==> config.mk <==
export PLATFORM = sky130hd
export DESIGN_NAME = utf8_to_json_string_escaper
export DESIGN_NICKNAME = d
export VERILOG_FILES = /design/src/hdl/ujs_pkg.sv /design/src/hdl/ujs_front.sv /design/src/hdl/ujs_cmd_queue.sv /design/src/hdl/ujs_back.sv /design/src/hdl/utf8_to_json_string_escaper.sv
export SDC_FILE = /design/constraint.sdc
export NUM_CORES = 1
export LEC_CHECK = 0
export BUFFER_PORTS_ARGS = -buffer_cell sky130_fd_sc_hd__buf_2
export CAP_MARGIN = 10
export CORE_UTILIZATION = 25
export DETAILED_ROUTE_END_ITERATION = 10
export MAX_ROUTING_LAYER = met4
export PLACE_DENSITY_LB_ADDON = 0.3
export SYNTH_ARGS = -nofsm -noshare
export SYNTH_HDL_FRONTEND = slang
export SYNTH_SLANG_ARGS = --single-unit
==> constraint.sdc <==
create_clock -name i_clk -period 4.72 [get_ports i_clk]
set_input_delay 0.944 -clock i_clk [delete_from_list [all_inputs] [get_ports i_clk]]
set_output_delay 0.944 -clock i_clk [all_outputs]
set_load 0.01 [all_outputs]
==> src/hdl/ujs_pkg.sv <==
`timescale 1ns / 1ps
// ---------------------------------------------------------------------------
// ujs_pkg: shared types and constants of the UTF-8 to JSON string escaper
// Holds the command item passed from the decoder to the character emitter,
// the emission kinds, the character constants and the hex digit function.
// ---------------------------------------------------------------------------
package ujs_pkg;

    // Input actions.
    localparam logic ACT_DATA = 1'b0;
    localparam logic ACT_END  = 1'b1;

    // What follows the opening quote and the replacement run of a command.
    localparam logic [2:0] K_NONE = 3'd0;   // nothing
    localparam logic [2:0] K_CHAR = 3'd1;   // one plain character
    localparam logic [2:0] K_ESC  = 3'd2;   // backslash and one character
    localparam logic [2:0] K_U1   = 3'd3;   // one \uXXXX
    localparam logic [2:0] K_U2   = 3'd4;   // surrogate pair, two \uXXXX

    localparam logic [6:0] CH_QUOTE = 7'h22;
    localparam logic [6:0] CH_BSL   = 7'h5C;
    localparam logic [6:0] CH_U     = 7'h75;

    localparam logic [15:0] REPL_CODE  = 16'hFFFD;
    localparam logic [15:0] SURR_HI    = 16'hD800;
    localparam logic [15:0] SURR_LO    = 16'hDC00;
    localparam logic [20:0] PLANE1     = 21'h010000;
    localparam logic [20:0] CODE_MAX   = 21'h10FFFF;

    // Command queue geometry.
    localparam int QDEPTH = 4;
    localparam int QAW    = $clog2(QDEPTH);
    localparam int QCW    = $clog2(QDEPTH + 1);

    typedef struct packed {
        logic        open;   // send the opening quote first
        logic [1:0]  nrep;   // number of \ufffd for dropped sequence bytes
        logic [2:0]  kind;   // final emission kind
        logic [6:0]  ch;     // character for K_CHAR and K_ESC
        logic [15:0] w0;     // first 16-bit unit
        logic [15:0] w1;     // second 16-bit unit of a surrogate pair
    } t_cmd;

    // Lowercase hex digit of a nibble.
    function automatic logic [6:0] hex_char(input logic [3:0] nib);
        logic [6:0] r;
        if (nib < 4'd10) begin
            r = 7'h30 + {3'b000, nib};
        end else begin
            r = 7'h57 + {3'b000, nib};
        end
        return r;
    endfunction

endpackage

==> src/hdl/ujs_front.sv <==
`timescale 1ns / 1ps
// ---------------------------------------------------------------------------
// ujs_front: UTF-8 decoder and classifier
// Tracks the open multi-byte sequence and turns each accepted item into
// one command that describes every character the item produces.
// ---------------------------------------------------------------------------
module ujs_front (
    input  logic          i_clk,
    input  logic          i_rst_n,
    input  logic          i_accept,
    input  logic          i_action,
    input  logic [7:0]    i_data_byte,
    output logic          o_push,
    output ujs_pkg::t_cmd o_cmd
);

    logic        r_in_string, n_in_string;
    logic [1:0]  r_pend, n_pend;
    logic [2:0]  r_len, n_len;
    logic [20:0] r_acc, n_acc;

    logic        have_code;
    logic [20:0] code;
    logic        lead;
    logic [20:0] acc_sh;
    logic [2:0]  got;
    logic [19:0] off;
    ujs_pkg::t_cmd cmd;
    ujs_pkg::t_cmd ccmd;

    assign acc_sh = {r_acc[14:0], i_data_byte[5:0]};
    assign got    = {1'b0, r_pend} + 3'd1;
    assign off    = 20'(code - ujs_pkg::PLANE1);

    // Escaping of one decoded code point.
    always_comb begin
        ccmd      = '0;
        ccmd.kind = ujs_pkg::K_ESC;
        case (code)
            21'h22:  ccmd.ch = ujs_pkg::CH_QUOTE;
            21'h5C:  ccmd.ch = ujs_pkg::CH_BSL;
            21'h08:  ccmd.ch = 7'h62;
            21'h0C:  ccmd.ch = 7'h66;
            21'h0A:  ccmd.ch = 7'h6E;
            21'h0D:  ccmd.ch = 7'h72;
            21'h09:  ccmd.ch = 7'h74;
            default: begin
                if (code < 21'h20) begin
                    ccmd.kind = ujs_pkg::K_U1;
                    ccmd.w0   = code[15:0];
                end else if (code < 21'h80) begin
                    ccmd.kind = ujs_pkg::K_CHAR;
                    ccmd.ch   = code[6:0];
                end else if (code <= 21'h00FFFF) begin
                    ccmd.kind = ujs_pkg::K_U1;
                    ccmd.w0   = code[15:0];
                end else if (code <= ujs_pkg::CODE_MAX) begin
                    ccmd.kind = ujs_pkg::K_U2;
                    ccmd.w0   = ujs_pkg::SURR_HI | {6'b0, off[19:10]};
                    ccmd.w1   = ujs_pkg::SURR_LO | {6'b0, off[9:0]};
                end else begin
                    ccmd.kind = ujs_pkg::K_U1;
                    ccmd.w0   = ujs_pkg::REPL_CODE;
                end
            end
        endcase
    end

    always_comb begin
        n_in_string = r_in_string;
        n_pend      = r_pend;
        n_len       = r_len;
        n_acc       = r_acc;
        have_code   = 1'b0;
        code        = '0;
        lead        = 1'b0;
        cmd         = '0;
        cmd.open    = !r_in_string;
        if (i_action == ujs_pkg::ACT_END) begin
            cmd.nrep    = r_pend;
            cmd.kind    = ujs_pkg::K_CHAR;
            cmd.ch      = ujs_pkg::CH_QUOTE;
            n_in_string = 1'b0;
            n_pend      = '0;
            n_len       = '0;
            n_acc       = '0;
        end else begin
            n_in_string = 1'b1;
            lead        = 1'b1;
            if (r_pend != 2'd0) begin
                if (i_data_byte[7:6] == 2'b10) begin
                    lead  = 1'b0;
                    n_acc = acc_sh;
                    if (got >= r_len) begin
                        have_code = 1'b1;
                        code      = acc_sh;
                        n_pend    = '0;
                        n_len     = '0;
                        n_acc     = '0;
                    end else begin
                        n_pend = got[1:0];
                    end
                end else begin
                    // Broken sequence: one replacement per byte received.
                    cmd.nrep = r_pend;
                    n_pend   = '0;
                    n_len    = '0;
                    n_acc    = '0;
                end
            end
            if (lead) begin
                if (!i_data_byte[7]) begin
                    have_code = 1'b1;
                    code      = {13'b0, i_data_byte};
                end else if (i_data_byte[7:5] == 3'b110) begin
                    n_acc  = {16'b0, i_data_byte[4:0]};
                    n_pend = 2'd1;
                    n_len  = 3'd2;
                end else if (i_data_byte[7:4] == 4'b1110) begin
                    n_acc  = {17'b0, i_data_byte[3:0]};
                    n_pend = 2'd1;
                    n_len  = 3'd3;
                end else if (i_data_byte[7:3] == 5'b11110) begin
                    n_acc  = {18'b0, i_data_byte[2:0]};
                    n_pend = 2'd1;
                    n_len  = 3'd4;
                end else begin
                    cmd.kind = ujs_pkg::K_U1;
                    cmd.w0   = ujs_pkg::REPL_CODE;
                end
            end
            if (have_code) begin
                cmd.kind = ccmd.kind;
                cmd.ch   = ccmd.ch;
                cmd.w0   = ccmd.w0;
                cmd.w1   = ccmd.w1;
            end
        end
    end

    assign o_cmd  = cmd;
    assign o_push = i_accept &&
                    (cmd.open || (cmd.nrep != 2'd0) || (cmd.kind != ujs_pkg::K_NONE));

    always_ff @(posedge i_clk) begin
        if (!i_rst_n) begin
            r_in_string <= 1'b0;
            r_pend      <= '0;
            r_len       <= '0;
            r_acc       <= '0;
        end else if (i_accept) begin
            r_in_string <= n_in_string;
            r_pend      <= n_pend;
            r_len       <= n_len;
            r_acc       <= n_acc;
        end
    end

endmodule

==> src/hdl/ujs_cmd_queue.sv <==
`timescale 1ns / 1ps
// ---------------------------------------------------------------------------
// ujs_cmd_queue: command queue between decoder and emitter
// A small first-in first-out buffer of commands with a visible head.
// ---------------------------------------------------------------------------
module ujs_cmd_queue (
    input  logic          i_clk,
    input  logic          i_rst_n,
    input  logic          i_push,
    input  ujs_pkg::t_cmd i_cmd,
    input  logic          i_pop,
    output logic          o_full,
    output logic          o_head_valid,
    output ujs_pkg::t_cmd o_head
);

    ujs_pkg::t_cmd            r_mem [ujs_pkg::QDEPTH];
    logic [ujs_pkg::QAW-1:0]  r_wp;
    logic [ujs_pkg::QAW-1:0]  r_rp;
    logic [ujs_pkg::QCW-1:0]  r_cnt;

    assign o_full       = (r_cnt == ujs_pkg::QCW'(ujs_pkg::QDEPTH));
    assign o_head_valid = (r_cnt != '0);
    assign o_head       = r_mem[r_rp];

    always_ff @(posedge i_clk) begin
        if (i_push) begin
            r_mem[r_wp] <= i_cmd;
        end
    end

    always_ff @(posedge i_clk) begin
        if (!i_rst_n) begin
            r_wp  <= '0;
            r_rp  <= '0;
            r_cnt <= '0;
        end else begin
            if (i_push) begin
                r_wp <= r_wp + 1'b1;
            end
            if (i_pop) begin
                r_rp <= r_rp + 1'b1;
            end
            if (i_push && !i_pop) begin
                r_cnt <= r_cnt + 1'b1;
            end else if (!i_push && i_pop) begin
                r_cnt <= r_cnt - 1'b1;
            end
        end
    end

endmodule

==> src/hdl/ujs_back.sv <==
`timescale 1ns / 1ps
// ---------------------------------------------------------------------------
// ujs_back: character emitter
// Walks the head command one char per unstalled cycle into an output register.
// ---------------------------------------------------------------------------
module ujs_back (
    input  logic          i_clk,
    input  logic          i_rst_n,
    input  logic          i_head_valid,
    input  ujs_pkg::t_cmd i_head,
    output logic          o_pop,
    output logic          o_valid,
    input  logic          i_stall,
    output logic [6:0]    o_out_char,
    output logic          o_run_last
);

    localparam logic [1:0] PH_OPEN = 2'd0;
    localparam logic [1:0] PH_REP  = 2'd1;
    localparam logic [1:0] PH_FIN  = 2'd2;

    logic [1:0] r_ph, n_ph;
    logic [1:0] r_rep, n_rep;
    logic [2:0] r_sub, n_sub;
    logic       r_word, n_word;
    logic       r_valid;
    logic [6:0] r_char;
    logic       r_last;

    logic [1:0]  eff;
    logic [15:0] word;
    logic [6:0]  uchar;
    logic [6:0]  gen_char;
    logic        gen_last;
    logic        load;
    logic [1:0]  rep_nx;
    logic        fin_none;

    assign load     = i_head_valid && (!r_valid || !i_stall);
    assign rep_nx   = r_rep + 2'd1;
    assign fin_none = (i_head.kind == ujs_pkg::K_NONE);

    always_comb begin
        eff = r_ph;
        if (eff == PH_OPEN && !i_head.open) begin
            eff = PH_REP;
        end
        if (eff == PH_REP && r_rep == i_head.nrep) begin
            eff = PH_FIN;
        end
    end

    always_comb begin
        if (eff == PH_REP) begin
            word = ujs_pkg::REPL_CODE;
        end else if (r_word) begin
            word = i_head.w1;
        end else begin
            word = i_head.w0;
        end
    end

    // Characters of one \uXXXX unit.
    always_comb begin
        case (r_sub)
            3'd0:    uchar = ujs_pkg::CH_BSL;
            3'd1:    uchar = ujs_pkg::CH_U;
            3'd2:    uchar = ujs_pkg::hex_char(word[15:12]);
            3'd3:    uchar = ujs_pkg::hex_char(word[11:8]);
            3'd4:    uchar = ujs_pkg::hex_char(word[7:4]);
            default: uchar = ujs_pkg::hex_char(word[3:0]);
        endcase
    end

    always_comb begin
        n_ph     = eff;
        n_rep    = r_rep;
        n_sub    = r_sub + 3'd1;
        n_word   = r_word;
        gen_char = uchar;
        gen_last = 1'b0;
        case (eff)
            PH_OPEN: begin
                gen_char = ujs_pkg::CH_QUOTE;
                gen_last = (i_head.nrep == 2'd0) && fin_none;
                n_ph     = PH_REP;
                n_sub    = '0;
            end
            PH_REP: begin
                if (r_sub == 3'd5) begin
                    n_sub    = '0;
                    n_rep    = rep_nx;
                    gen_last = (rep_nx == i_head.nrep) && fin_none;
                end
            end
            default: begin
                case (i_head.kind)
                    ujs_pkg::K_CHAR: begin
                        gen_char = i_head.ch;
                        gen_last = 1'b1;
                    end
                    ujs_pkg::K_ESC: begin
                        gen_char = (r_sub == 3'd0) ? ujs_pkg::CH_BSL : i_head.ch;
                        gen_last = (r_sub != 3'd0);
                    end
                    ujs_pkg::K_U1: begin
                        gen_last = (r_sub == 3'd5);
                    end
                    ujs_pkg::K_U2: begin
                        if (r_sub == 3'd5) begin
                            gen_last = r_word;
                            n_word   = 1'b1;
                            n_sub    = '0;
                        end
                    end
                    default: begin
                        gen_char = '0;
                        gen_last = 1'b1;
                    end
                endcase
            end
        endcase
        if (gen_last) begin
            n_ph   = PH_OPEN;
            n_rep  = '0;
            n_sub  = '0;
            n_word = 1'b0;
        end
    end

    assign o_pop      = load && gen_last;
    assign o_valid    = r_valid;
    assign o_out_char = r_char;
    assign o_run_last = r_last;

    always_ff @(posedge i_clk) begin
        if (!i_rst_n) begin
            r_ph    <= PH_OPEN;
            r_rep   <= '0;
            r_sub   <= '0;
            r_word  <= 1'b0;
            r_valid <= 1'b0;
        end else if (load) begin
            r_ph    <= n_ph;
            r_rep   <= n_rep;
            r_sub   <= n_sub;
            r_word  <= n_word;
            r_valid <= 1'b1;
        end else if (!i_stall) begin
            r_valid <= 1'b0;
        end
    end

    always_ff @(posedge i_clk) begin
        if (load) begin
            r_char <= gen_char;
            r_last <= gen_last;
        end
    end

endmodule

==> src/hdl/utf8_to_json_string_escaper.sv <==
// The first character of an item passes through the command queue and then the output
// register before it leaves the block.
// Throughput: one character per cycle, set by the emitter, while the result channel does
// not stall; an item emits 0 to 24 characters, six for a typical non-ASCII character.
// Reset: synchronous, active low; clears the decoder state, the queue and the output
// valid; afterwards the next data item starts a new string with an opening quote.
`timescale 1ns / 1ps
// ---------------------------------------------------------------------------
// utf8_to_json_string_escaper: UTF-8 to ASCII JSON string escaper
// Decodes UTF-8 bytes and emits the quoted, escaped JSON string one
// character per result, with run_last marking the final character of
// each input item.
// ---------------------------------------------------------------------------
module utf8_to_json_string_escaper (
    input  logic       i_clk,
    input  logic       i_rst_n,
    // Input item channel.
    input  logic       i_valid,
    output logic       o_stall,
    input  logic       i_action,
    input  logic [7:0] i_data_byte,
    // Result channel.
    output logic       o_valid,
    input  logic       i_stall,
    output logic [6:0] o_out_char,
    output logic       o_run_last
);

    // The decoder updates its sequence state at every accepted item and
    // hands a single command to the queue. A command describes everything
    // the item produces: an optional opening quote, a run of replacement
    // escapes for a broken sequence, and one final emission. Items that
    // produce nothing (a lead byte, a middle continuation byte) push no
    // command at all.
    logic          accept;
    logic          push;
    logic          pop;
    logic          full;
    logic          head_valid;
    ujs_pkg::t_cmd cmd;
    ujs_pkg::t_cmd head;

    // The input side stalls only when the queue is full, so the decoder
    // keeps taking items while the emitter works through long escapes.
    assign o_stall = full;
    assign accept  = i_valid && !full;

    ujs_front u_front (
        .i_clk       (i_clk),
        .i_rst_n     (i_rst_n),
        .i_accept    (accept),
        .i_action    (i_action),
        .i_data_byte (i_data_byte),
        .o_push      (push),
        .o_cmd       (cmd)
    );

    ujs_cmd_queue u_queue (
        .i_clk        (i_clk),
        .i_rst_n      (i_rst_n),
        .i_push       (push),
        .i_cmd        (cmd),
        .i_pop        (pop),
        .o_full       (full),
        .o_head_valid (head_valid),
        .o_head       (head)
    );

    // The emitter walks the head command one character per cycle while the
    // result channel is not stalled, and retires it with the character that carries run_last.
    ujs_back u_back (
        .i_clk        (i_clk),
        .i_rst_n      (i_rst_n),
        .i_head_valid (head_valid),
        .i_head       (head),
        .o_pop        (pop),
        .o_valid      (o_valid),
        .i_stall      (i_stall),
        .o_out_char   (o_out_char),
        .o_run_last   (o_run_last)
    );

endmodule

-- Word level (Yosys, flattened, before mapping)
Memory sizes are Yosys's and may differ from the RTL's. A register that Yosys moved wholly into a read port is not among the register bits.
Cells that the tools add are included.
- word-level logic and storage cells: 217
- bits of input ports: 13
- output and inout bits: 10
- memories kept: 1
- register bits: 51
- memory bits (writable): 180
- reductions and logical operators: 39
- equality and inequality tests: 27
- $add $sub $neg: 16
- muxes and demuxes: 111
- magnitude comparators: 9
- memory list (name ; words ; bits a word ; read ports ; clocked after memory_dff ; wr ports ; line ; RTL):
    u_queue.r_mem ; 4 ; 45 ; 1 ; 1 ; 1 ; ujs_cmd_queue.sv:17 ; ujs_pkg::t_cmd r_mem [ujs_pkg::QDEPTH];
- operator list (cell ; number):
    $mux W21 ; 15
    $mux W16 ; 12
    $eq A21 B4 Y1 const B ; 5
    $mux W32 ; 3
    $mux W3 ; 23
    $mux W7 ; 7
    $pmux W7 S7 ; 1
    $mux W2 ; 21
    $mux W42 ; 1
    $pmux W7 S5 ; 1
    $add A6 B4 Y7 const A ; 4
    $add A7 B4 Y7 const A ; 4
    $eq A21 B6 Y1 const B ; 1
    $eq A21 B7 Y1 const B ; 1
    $le A21 B16 Y1 const B ; 1
    $le A21 B21 Y1 const B ; 1
    $lt A21 B6 Y1 const B ; 1
    $lt A21 B8 Y1 const B ; 1
    $pmux W7 S3 ; 1
    $mux W1 ; 20
    $sub A20 B17 Y20 const B ; 1
    $lt A4 B4 Y1 const B ; 4
    $eq A3 B3 Y1 const B ; 5
    $mux W14 ; 1
    other kinds (29) ; 67

-- Depth between registers and ports, before layout
Gate-level depths: netlist of run 1.
- depth in word-level cells: 24
- depth in mapped cells: 16
- gate-level depth less buffers: 14

-- Hierarchy
Synthesis of run 1 repeated with hierarchy kept, for this count alone.
- cells, all modules: 853
- area, all modules: 11134.4 sq um
- by module, submodules not included (module ; instances ; seq. area each (sq um) ; area an instance (sq um) ; cells each):
    ujs_cmd_queue ; 1 ; 5585.4 ; 7000.5 ; 278
    ujs_front ; 1 ; 420.4 ; 2258.4 ; 321
    ujs_back ; 1 ; 420.4 ; 1861.8 ; 253
    utf8_to_json_string_escaper ; 1 ; 0.0 ; 13.8 ; 1

-- Worst setup path before layout of run 1
No wires, ideal clock.
- path type: input-to-reg
- from: input port i_data_byte[7]
- to: memory u_queue.r_mem[0][19] (netlist name) (data pin)
- data required time: 4.464 ns
- path buffers: 2
- stages: 13
- arrival time: 3.588 ns
- setup time: 0.256 ns
- path slack: 0.877 ns
- cell sequence: nor2b_1 -> and2_0 -> nand2_1 -> nor2_1 -> clkbuf_1 -> nand2_1 -> ha_1 -> o31ai_1 -> or4_1 -> a31o_2 -> buf_2 -> nand2_1 -> o41ai_1
- RTL lines (item ; line ; RTL):
    start: declaration ; utf8_to_json_string_escaper.sv:21 ; input logic [7:0] i_data_byte,
    end: declaration ; ujs_cmd_queue.sv:17 ;

==> results of run 1 <==
[routing by layer]
layer | track usage | routed length (µm)
met5 | - | 0
met4 | 0.0312 | 560
met3 | 0.0187 | 992
met2 | 0.208 | 12200
met1 | 0.170 | 12300
[metrics by stage]
step | utilization | hold slack, ns | instance area [µm²] | std cells | worst slack (ns)
floorplan | - | 0.457 | 10200 | 837 | 0.877
global placement | 0.273 | 0.474 | 11000 | 1354 | 0.681
detailed placement | 0.273 | 0.481 | 11000 | 1354 | 0.634
CTS | 0.291 | 0.489 | 11700 | 1394 | 0.860
global route | 0.291 | 0.520 | 11700 | 1394 | 0.576
finish | 0.291 | 0.486 | 11700 | 1394 | 0.845
[cells in the mapped netlist (8+ instances only)]
library cell / count
and2_1: 22
mux2i_1: 18
nor2_1: 63
ha_1: 21
a22oi_1: 15
nor2b_1: 33
inv_1: 24
nor4_1: 8
mux2_2: 9
nor3_1: 17
nand3_1: 14
edfxtp_1: 164
dfxtp_1: 39
mux4_2: 35
o21ai_0: 42
a21oi_1: 26
a211oi_1: 9
nand2b_1: 9
xnor2_1: 8
a21o_1: 10
clkbuf_1: 30
nand2_1: 61
[worst max path at each step]
stage,cells past startpoint,from,to
global route,14,u_front.r_pend[0],u_queue.r_mem[3][5]
global placement,12,i_data_byte[7],u_queue.r_mem[0][19]
finish,13,u_front.r_pend[0],u_queue.r_mem[0][34]
floorplan,13,i_data_byte[7],u_queue.r_mem[0][19]
CTS,13,flop,u_queue.r_cnt[2]
detailed placement,12,i_data_byte[7],u_queue.r_mem[1][19]
[power by group]
part           internal [mW]  leakage (nW)  switching (mW)
Sequential              2.22          1.85          0.0979
Combinational          0.714          1.68            1.13
Clock                   1.01         0.347           0.689
Total                   3.94          3.88            1.92
[registers in the layout (all words and copies together) (netlist names), 3 cells and up, named ones only]
register	flops
u_back.r_sub	3
u_front.r_len	3
u_back.o_out_char	7
u_queue.r_cnt	3
u_queue.r_mem	156
u_front.r_acc	15
[cell type report]
| cell class | count | area, µm² |
|---|---|---|
| fillers | 4074 | 28400 |
| flip-flops and latches | 203 | 5710 |
| multi-input cells | 563 | 4250 |
| well taps | 525 | 657 |
| clock buffers | 28 | 594 |
| repair buffers | 39 | 263 |
| clock inverters | 12 | 121 |
| inverters | 24 | 90.1 |
[cell families after synthesis]
family | after synthesis | synth area share
AND/OR/NAND/NOR | 275 | 0.139
flip-flops | 203 | 0.557
AO/OA/AOI/OAI | 190 | 0.131
buffers and inverters | 71 | 0.0294
multiplexers | 62 | 0.104
adder cells (fa/ha/maj) | 22 | 0.0276
XOR/XNOR | 14 | 0.0120
[critical path, stage by stage, from the launching register on]
cell and delay (ns):
dfxtp_1 0.40, inv_1 0.08, ha_1 0.31, ha_1 0.28, a21o_1 0.18, a21oi_2 0.30
nor2_1 0.13, nand2_1 0.12, ha_1 0.17, o31ai_1 0.12, or4_1 0.56, a31o_2 0.32
and2_1 0.27, a21oi_1 0.39
==> impl_metrics.ini, run 1 <==
[floorplanning]
die_area_um2 = 41800
io_pins = 23
die_y_um = 204
core_region_um2 = 40100
fp.dieW_um = 204
initial_core_util = 0.255
rows = 73

[hold_path]
holdCritStartpoint = u_back.o_valid
min-delay-path-class = flop to flop
holdPathEnd = u_back.o_valid
hold_depth = 2

[clock_tree]
cts_made_buffers = 23
insertion_delay_ns = 0.53
clock_path_buffers = 3
cts-htree-levels = 1
cts_num_sinks = 203
path_clk_slew_ns = 0.06
tritoncts = built
post_cts_resized = 0
cts_post_setup_buffers_inserted = 0
cts.hold.buffers_added = 0
cts_root_buf = clkbuf_16

[yosys]
post_synth_num_cell_types = 77
postSynthRegisterBits = 203
syn-cell-area_um2 = 10200
synthesis.instances = 837
dominantRegCellSynth = edfxtp_1
ys_seq_area_frac = 0.557
synth_edf_count = 164
ys.warnings.count = 0
mappedNetlistNets = 872
post_synth_main_area_contributors = edfxtp_1, mux4_2, dfxtp_1, ha_1, nor2_1
synth_largest_area_cell = edfxtp_1
synth.top_cell.area_share = 0.481
postSynthAreaPerCell_um2 = 12.2
synth-async-reset-ratio = 0

[timing]
number_of_pins_exceeding_their_max_slew_limit_in_the_final_report = 0
timing.clock.skew_ns = 0.0285
timing.slew.headroom = 0.263
final-hold-violation-count = 0
transition_time_at_the_pin_with_the_least_slew_margin_ns = 1.10
clock.fmax_ghz = 0.258
rsz0062_at_grt = no
post-route-min-period_ns = 3.88
period_share = 0.821
totalNegativeSetupSlack_ns = 0
setup_viol = 0

[route]
route.vias.total = 6867
starting_drt_drc_count = 553
wl_mm = 26.0
wl_per_cell_um = 18.7
dr.pass1.iters = 7
antenna_violating_nets_remaining = 0
route.detailed.vias_per_inst = 4.93
drc_errors = 0

[setup_path]
worst-setup-path-type = flop to flop
start_kind = flop
setup.reg_to_reg.worst_slack_ns = 0.84
worstPathMaxFanout = 10
required_ns = 5.00
reg_to_reg_critical_path_startpoint = u_front.r_pend[0]
worstRegToRegCells = 13
timing.critical_path.arrival_ns = 4.16
timing.critical_path.to_type = flop
crit-reg2reg-capture = u_queue.r_mem[0][34]

[global_route]
grtUsageTotal = 0.129
antenna_found_initial = 0
gr-total-overflow = 0
via_count_of_the_first_global_routing_pass = 6790
maximum_number_of_pins_on_one_net_before_global_route_repair = 40
wire_length_of_the_first_global_routing_pass_mm = 40.6

[layout]
layout.cells.most_common = edfxtp_1
area_growth_pct = 14.1
most_frequent_cells_in_the_layout = edfxtp_1, nor2_1, nand2_1
num-nets-final = 889
antennaDiodeCount = 0
post_route_cells_drive_above_1_share = 0.163

[run_status]
run_status = finished, final reports clean

[power]
p_leak_nw = 3.88
power_mw = 5.86
power_per_cell_area_nw_per_um2 = 502
ir_drop_v = 0.000254

[job]
max-cap-violations = 0

[placement]
dp.final_hpwl_mm = 18.5
finalWeightedCongestion = 0.887
buffer_ports.inserted = 22
(Power assumes the default switching activity.)
==> run 2, diff against run 1 <==
- clock period: 4.72 -> 3.45 ns (I/O delays scaled with it)
==> impl_metrics.ini, run 2 (same netlist as run 1, synthesis figures left out) <==
[placement]
finalWeightedCongestion = 0.866
dp.final_hpwl_mm = 19.5
pre_cts_slack_ns = -0.0936
buffer_ports.inserted = 22

[setup_path]
worstPathMaxFanout = 11
crit_chain = buf_4 > mux4_2 > nor2b_2 > or3_1 > and2_1 > ha_1 > nand4_1 > o21a_1 > o311ai_0 > a2111oi_2 > buf_4 > o21ai_0
required_ns = 3.71
cpMaxStageDelayCell = a2111oi_2
worst-setup-path-type = flop to flop
timing.critical_path.arrival_ns = 3.60
start_kind = flop
setup.reg_to_reg.worst_slack_ns = 0.11
worstRegToRegCells = 12
critical-path-top-cell-by-count = buf_4
timing.critical_path.to_type = flop
crit-reg2reg-capture = u_back.o_out_char[2]
setup.worst_path.end = u_back.o_out_char[2]
crit_path_max_incr_delay_ns = 0.43

[route]
route.vias.total = 7203
drc_errors = 0
route.detailed.vias_per_inst = 4.90
antenna_violating_nets_remaining = 0
wl_mm = 27.4
wl_per_cell_um = 18.6
starting_drt_drc_count = 521
dr.pass1.iters = 5

[timing]
number_of_pins_exceeding_their_max_slew_limit_in_the_final_report = 0
period_share = 0.967
timing.clock.skew_ns = 0.00844
post-route-min-period_ns = 3.34
worst_slack_ns = 0.113
setup_viol = 0
final-hold-violation-count = 0
clock.fmax_ghz = 0.300
transition_time_at_the_pin_with_the_least_slew_margin_ns = 0.728
timing.slew.headroom = 0.511
rsz0062_at_grt = yes

[power]
power_per_cell_area_nw_per_um2 = 683
power_mw = 8.53
p_leak_nw = 4.34
ir_drop_v = 0.000386

[clock_tree]
clock_path_buffers = 3
cts_root_buf = clkbuf_16
insertion_delay_ns = 0.53
cts_made_buffers = 24
cts_num_sinks = 203
cts-htree-levels = 1
path_clk_slew_ns = 0.06
tritoncts = built

[layout]
antennaDiodeCount = 0
registers.top_by_ff_count = u_queue.r_mem
area_growth_pct = 22.0
largest_reg_flops = 156
most_frequent_cells_in_the_layout = edfxtp_1, buf_4, nand2_1
num-fill-cells = 4008
num-nets-final = 962
post_route_cells_drive_above_1_share = 0.259
layout.cells.most_common = edfxtp_1

[hold_path]
min-delay-path-class = input pin to flop
holdCritStartpoint = i_stall

[global_route]
wire_length_of_the_first_global_routing_pass_mm = 42.6
grtUsageTotal = 0.136
antenna_found_initial = 0
via_count_of_the_first_global_routing_pass = 7201
maximum_number_of_pins_on_one_net_before_global_route_repair = 40
gr-total-overflow = 0

[floorplanning]
fp.dieW_um = 204
initial_core_util = 0.255
die_y_um = 204
rows = 73
die_area_um2 = 41800
core_region_um2 = 40100
io_pins = 23

[run_status]
run_status = finished, final reports clean

[job]
max-cap-violations = 0
-- run 2: cell type report --
type	count	area, µm²	share of cell area
clock buffers	28	637	0.0510
clock inverters	16	169	0.0135
inverters	24	90.1	0.00721
multi-input cells	563	4390	0.351
flip-flops and latches	203	5710	0.457
well taps	525	657	0.0526
repair buffers	111	837	0.0670
-- run 2: timing repair --
action	CTS	global route
setup endpoints to repair	10	69
gates resized for setup	4	25
buffers inserted	0	4
hold buffers	0	0
pin swaps	0	4
-- run 2: worst max-delay path, delay by kind of cell (launching register included) --
family                     cells  cell delay (ns)
AOI/OAI and AO/OA              4             0.77
adders and majority gates      1             0.20
buffers and inverters          2             0.44
DFF                            1             0.42
muxes                          1             0.35
and+or+nand+nor                4             0.88
-- run 2: power by group --
part	switching, mW	total, mW	internal [mW]	leakage (nW)
logic	1.64	2.81	1.17	2.09
clock network	1.01	2.56	1.55	0.395
registers	0.119	3.16	3.04	1.85
-- run 2: metrics by stage --
| step | hold WS [ns] | setup TNS [ns] | utilization | instance area [µm²] | std cells |
|---|---|---|---|---|---|
| after floorplan | 0.457 | 0 | - | 10300 | 837 |
| after global placement | 0.471 | -0.219 | 0.288 | 11500 | 1422 |
| after detailed placement | 0.471 | -0.352 | 0.288 | 11500 | 1422 |
| after CTS | 0.409 | -0.0362 | 0.308 | 12400 | 1466 |
| after global routing | 0.450 | -0.163 | 0.312 | 12500 | 1470 |
| final | 0.429 | 0 | 0.312 | 12500 | 1470 |
-- run 2: how the worst min path moves through the flow --
stage               slack (ns)               end  cells after the start
floorplan                 0.46  u_front.r_len[1]                      2
global placement          0.47    u_back.o_valid                      2
detailed placement        0.47    u_back.o_valid                      2
CTS                       0.41    u_back.o_valid                      3
global route              0.45    u_back.o_valid                      3
finish                    0.43    u_back.o_valid                      3
-- run 2: routing by layer --
layer | up-vias | global-route usage | share of wire
met4 | 0 | 0.0392 | 0.027
li1 | 3399 | - | -
met5 | - | - | 0
met1 | 3560 | 0.182 | 0.47
met3 | 56 | 0.0274 | 0.052
met2 | 188 | 0.209 | 0.45
==> run 3, diff against run 2 <==
- CELL_PAD_IN_SITES_DETAIL_PLACEMENT: unset -> 1
- CELL_PAD_IN_SITES_GLOBAL_PLACEMENT: unset -> 1
==> impl_metrics.ini, run 3 (same netlist as run 1, synthesis figures left out) <==
[run_status]
run_status = finished, final reports clean

[placement]
buffer_ports.inserted = 22
dp.final_hpwl_mm = 21.3
placement.cell_area_um2 = 11600
finalWeightedCongestion = 0.857

[layout]
num-nets-final = 962
finalInstanceArea_um2 = 12500
most_frequent_cells_in_the_layout = edfxtp_1, buf_4, nor2_1
finalCoreUtilization = 0.312
layout.cells.most_common = edfxtp_1
antennaDiodeCount = 0
largest_reg_flops = 156
registers.top_by_ff_count = u_queue.r_mem
post_route_cells_drive_above_1_share = 0.262
area_growth_pct = 22.1

[timing]
post-route-min-period_ns = 3.32
transition_time_at_the_pin_with_the_least_slew_margin_ns = 0.694
number_of_pins_exceeding_their_max_slew_limit_in_the_final_report = 0
timing.slew.headroom = 0.531
rsz0062_at_grt = yes
final-hold-violation-count = 0
period_share = 0.963
timing.clock.skew_ns = 0.0315
setup_viol = 0
clock.fmax_ghz = 0.301

[clock_tree]
clock_path_buffers = 3
cts_num_sinks = 203
tritoncts = built
insertion_delay_ns = 0.53
cts.hold.buffers_added = 0
cts_root_buf = clkbuf_16
cts_made_buffers = 24
path_clk_slew_ns = 0.06
cts-htree-levels = 1

[route]
wl_per_cell_um = 20.1
route.detailed.vias_per_inst = 4.85
wl_mm = 29.6
drc_errors = 0
antenna_violating_nets_remaining = 0
route.vias.total = 7127
dr.pass1.iters = 4
starting_drt_drc_count = 254

[job]
max-cap-violations = 0

[power]
ir_drop_v = 0.000390
power.switching_fraction = 0.331
cell_internal_pwr_mw = 5.67
netSwitchingPower_mw = 2.81
power_mw = 8.47
clockPowerShare = 0.293
power_per_cell_area_nw_per_um2 = 678
share_comb_of_total_power = 0.333
seq_power_share = 0.373
p_leak_nw = 4.32

[floorplanning]
die_area_um2 = 41800
initial_core_util = 0.255
die_y_um = 204
fp.dieW_um = 204
core_region_um2 = 40100
io_pins = 23
rows = 73

[setup_path]
critical_path_depth = 13
crit_chain = buf_12 > mux4_2 > xor2_2 > mux2i_1 > o32ai_2 > a31o_2 > nand2_1 > ha_2 > inv_1 > fa_1 > xor2_1 > or3_1 > a21boi_0
cpMaxStageDelayCell = mux4_2
timing.critical_path.to_type = flop
required_ns = 3.91
start_kind = flop
worstRegToRegCells = 13
worst-setup-path-type = flop to flop
path_buf_inv = 2
crit_path_max_incr_delay_ns = 0.55
critical-path-top-delay-family = multiplexers
worstPathMaxFanout = 10
timing.critical_path.arrival_ns = 3.78

[global_route]
antenna_found_initial = 0
gr-total-overflow = 0
maximum_number_of_pins_on_one_net_before_global_route_repair = 40
wire_length_of_the_first_global_routing_pass_mm = 45.9
grtUsageTotal = 0.148
via_count_of_the_first_global_routing_pass = 7537

[hold_path]
hold_depth = 3
min-delay-path-class = input pin to flop
==> run 3: area by class of cell <==
type | count | area (µm²)
clock buffers | 28 | 616
clock inverters | 15 | 161
fillers | 4335 | 27600
inverters | 24 | 90.1
multi-input cells | 563 | 4410
flip-flops and latches | 203 | 5710
well taps | 525 | 657
repair buffers | 111 | 857
==> run 3: what timing repair did <==
item,CTS,global route
buffers inserted,4,1
pin swaps,0,5
gates resized for setup,0,26
setup endpoints to repair,1,42
==> run 3: metrics by stage <==
stage | hold slack [ns] | TNS [ns] | worst slack [ns] | cells
2_1_floorplan | 0.457 | 0 | 0.00737 | 837
3_3_place_gp | 0.474 | 0 | 0.0653 | 1421
3_5_place_dp | 0.485 | 0 | 0.0523 | 1421
4_1_cts | 0.409 | 0 | 0.000847 | 1468
5_1_grt | 0.434 | -0.0820 | -0.0820 | 1469
6_report | 0.428 | 0 | 0.127 | 1469
==> run 3: final timing paths <==
path | slack, ns | start | endpoint
worst max-delay path | 0.13 | flop | u_queue.r_cnt[2]
worst max register to register | 0.13 | flop | u_queue.r_cnt[2]
worst min register to register | 0.48 | u_back.o_valid | u_back.o_valid
worst min-delay path | 0.43 | i_stall | u_back.o_valid
==> run 3: power by group through the flow <==
stage	Combinational [mW]	Sequential, mW	Clock (mW)
finish	2.83	3.16	2.49
floorplan	1.78	3.21	0
global placement	2.77	3.20	0
detailed placement	2.79	3.22	0
CTS	2.84	3.17	2.57
global route	3.12	3.20	2.65
==> run 3: worst min-delay path: stages <==
cell and delay, ns:
buf_2 0.11, nand2_1 0.05, a21boi_0 0.06
==> run 3: layer usage <==
metal	GRT usage	part of all wire	vias up
li1	-	-	3395
met1	0.199	0.48	3599
met2	0.236	0.47	94
met3	0.0174	0.025	39
met4	0.0357	0.021	0
met5	-	0	-
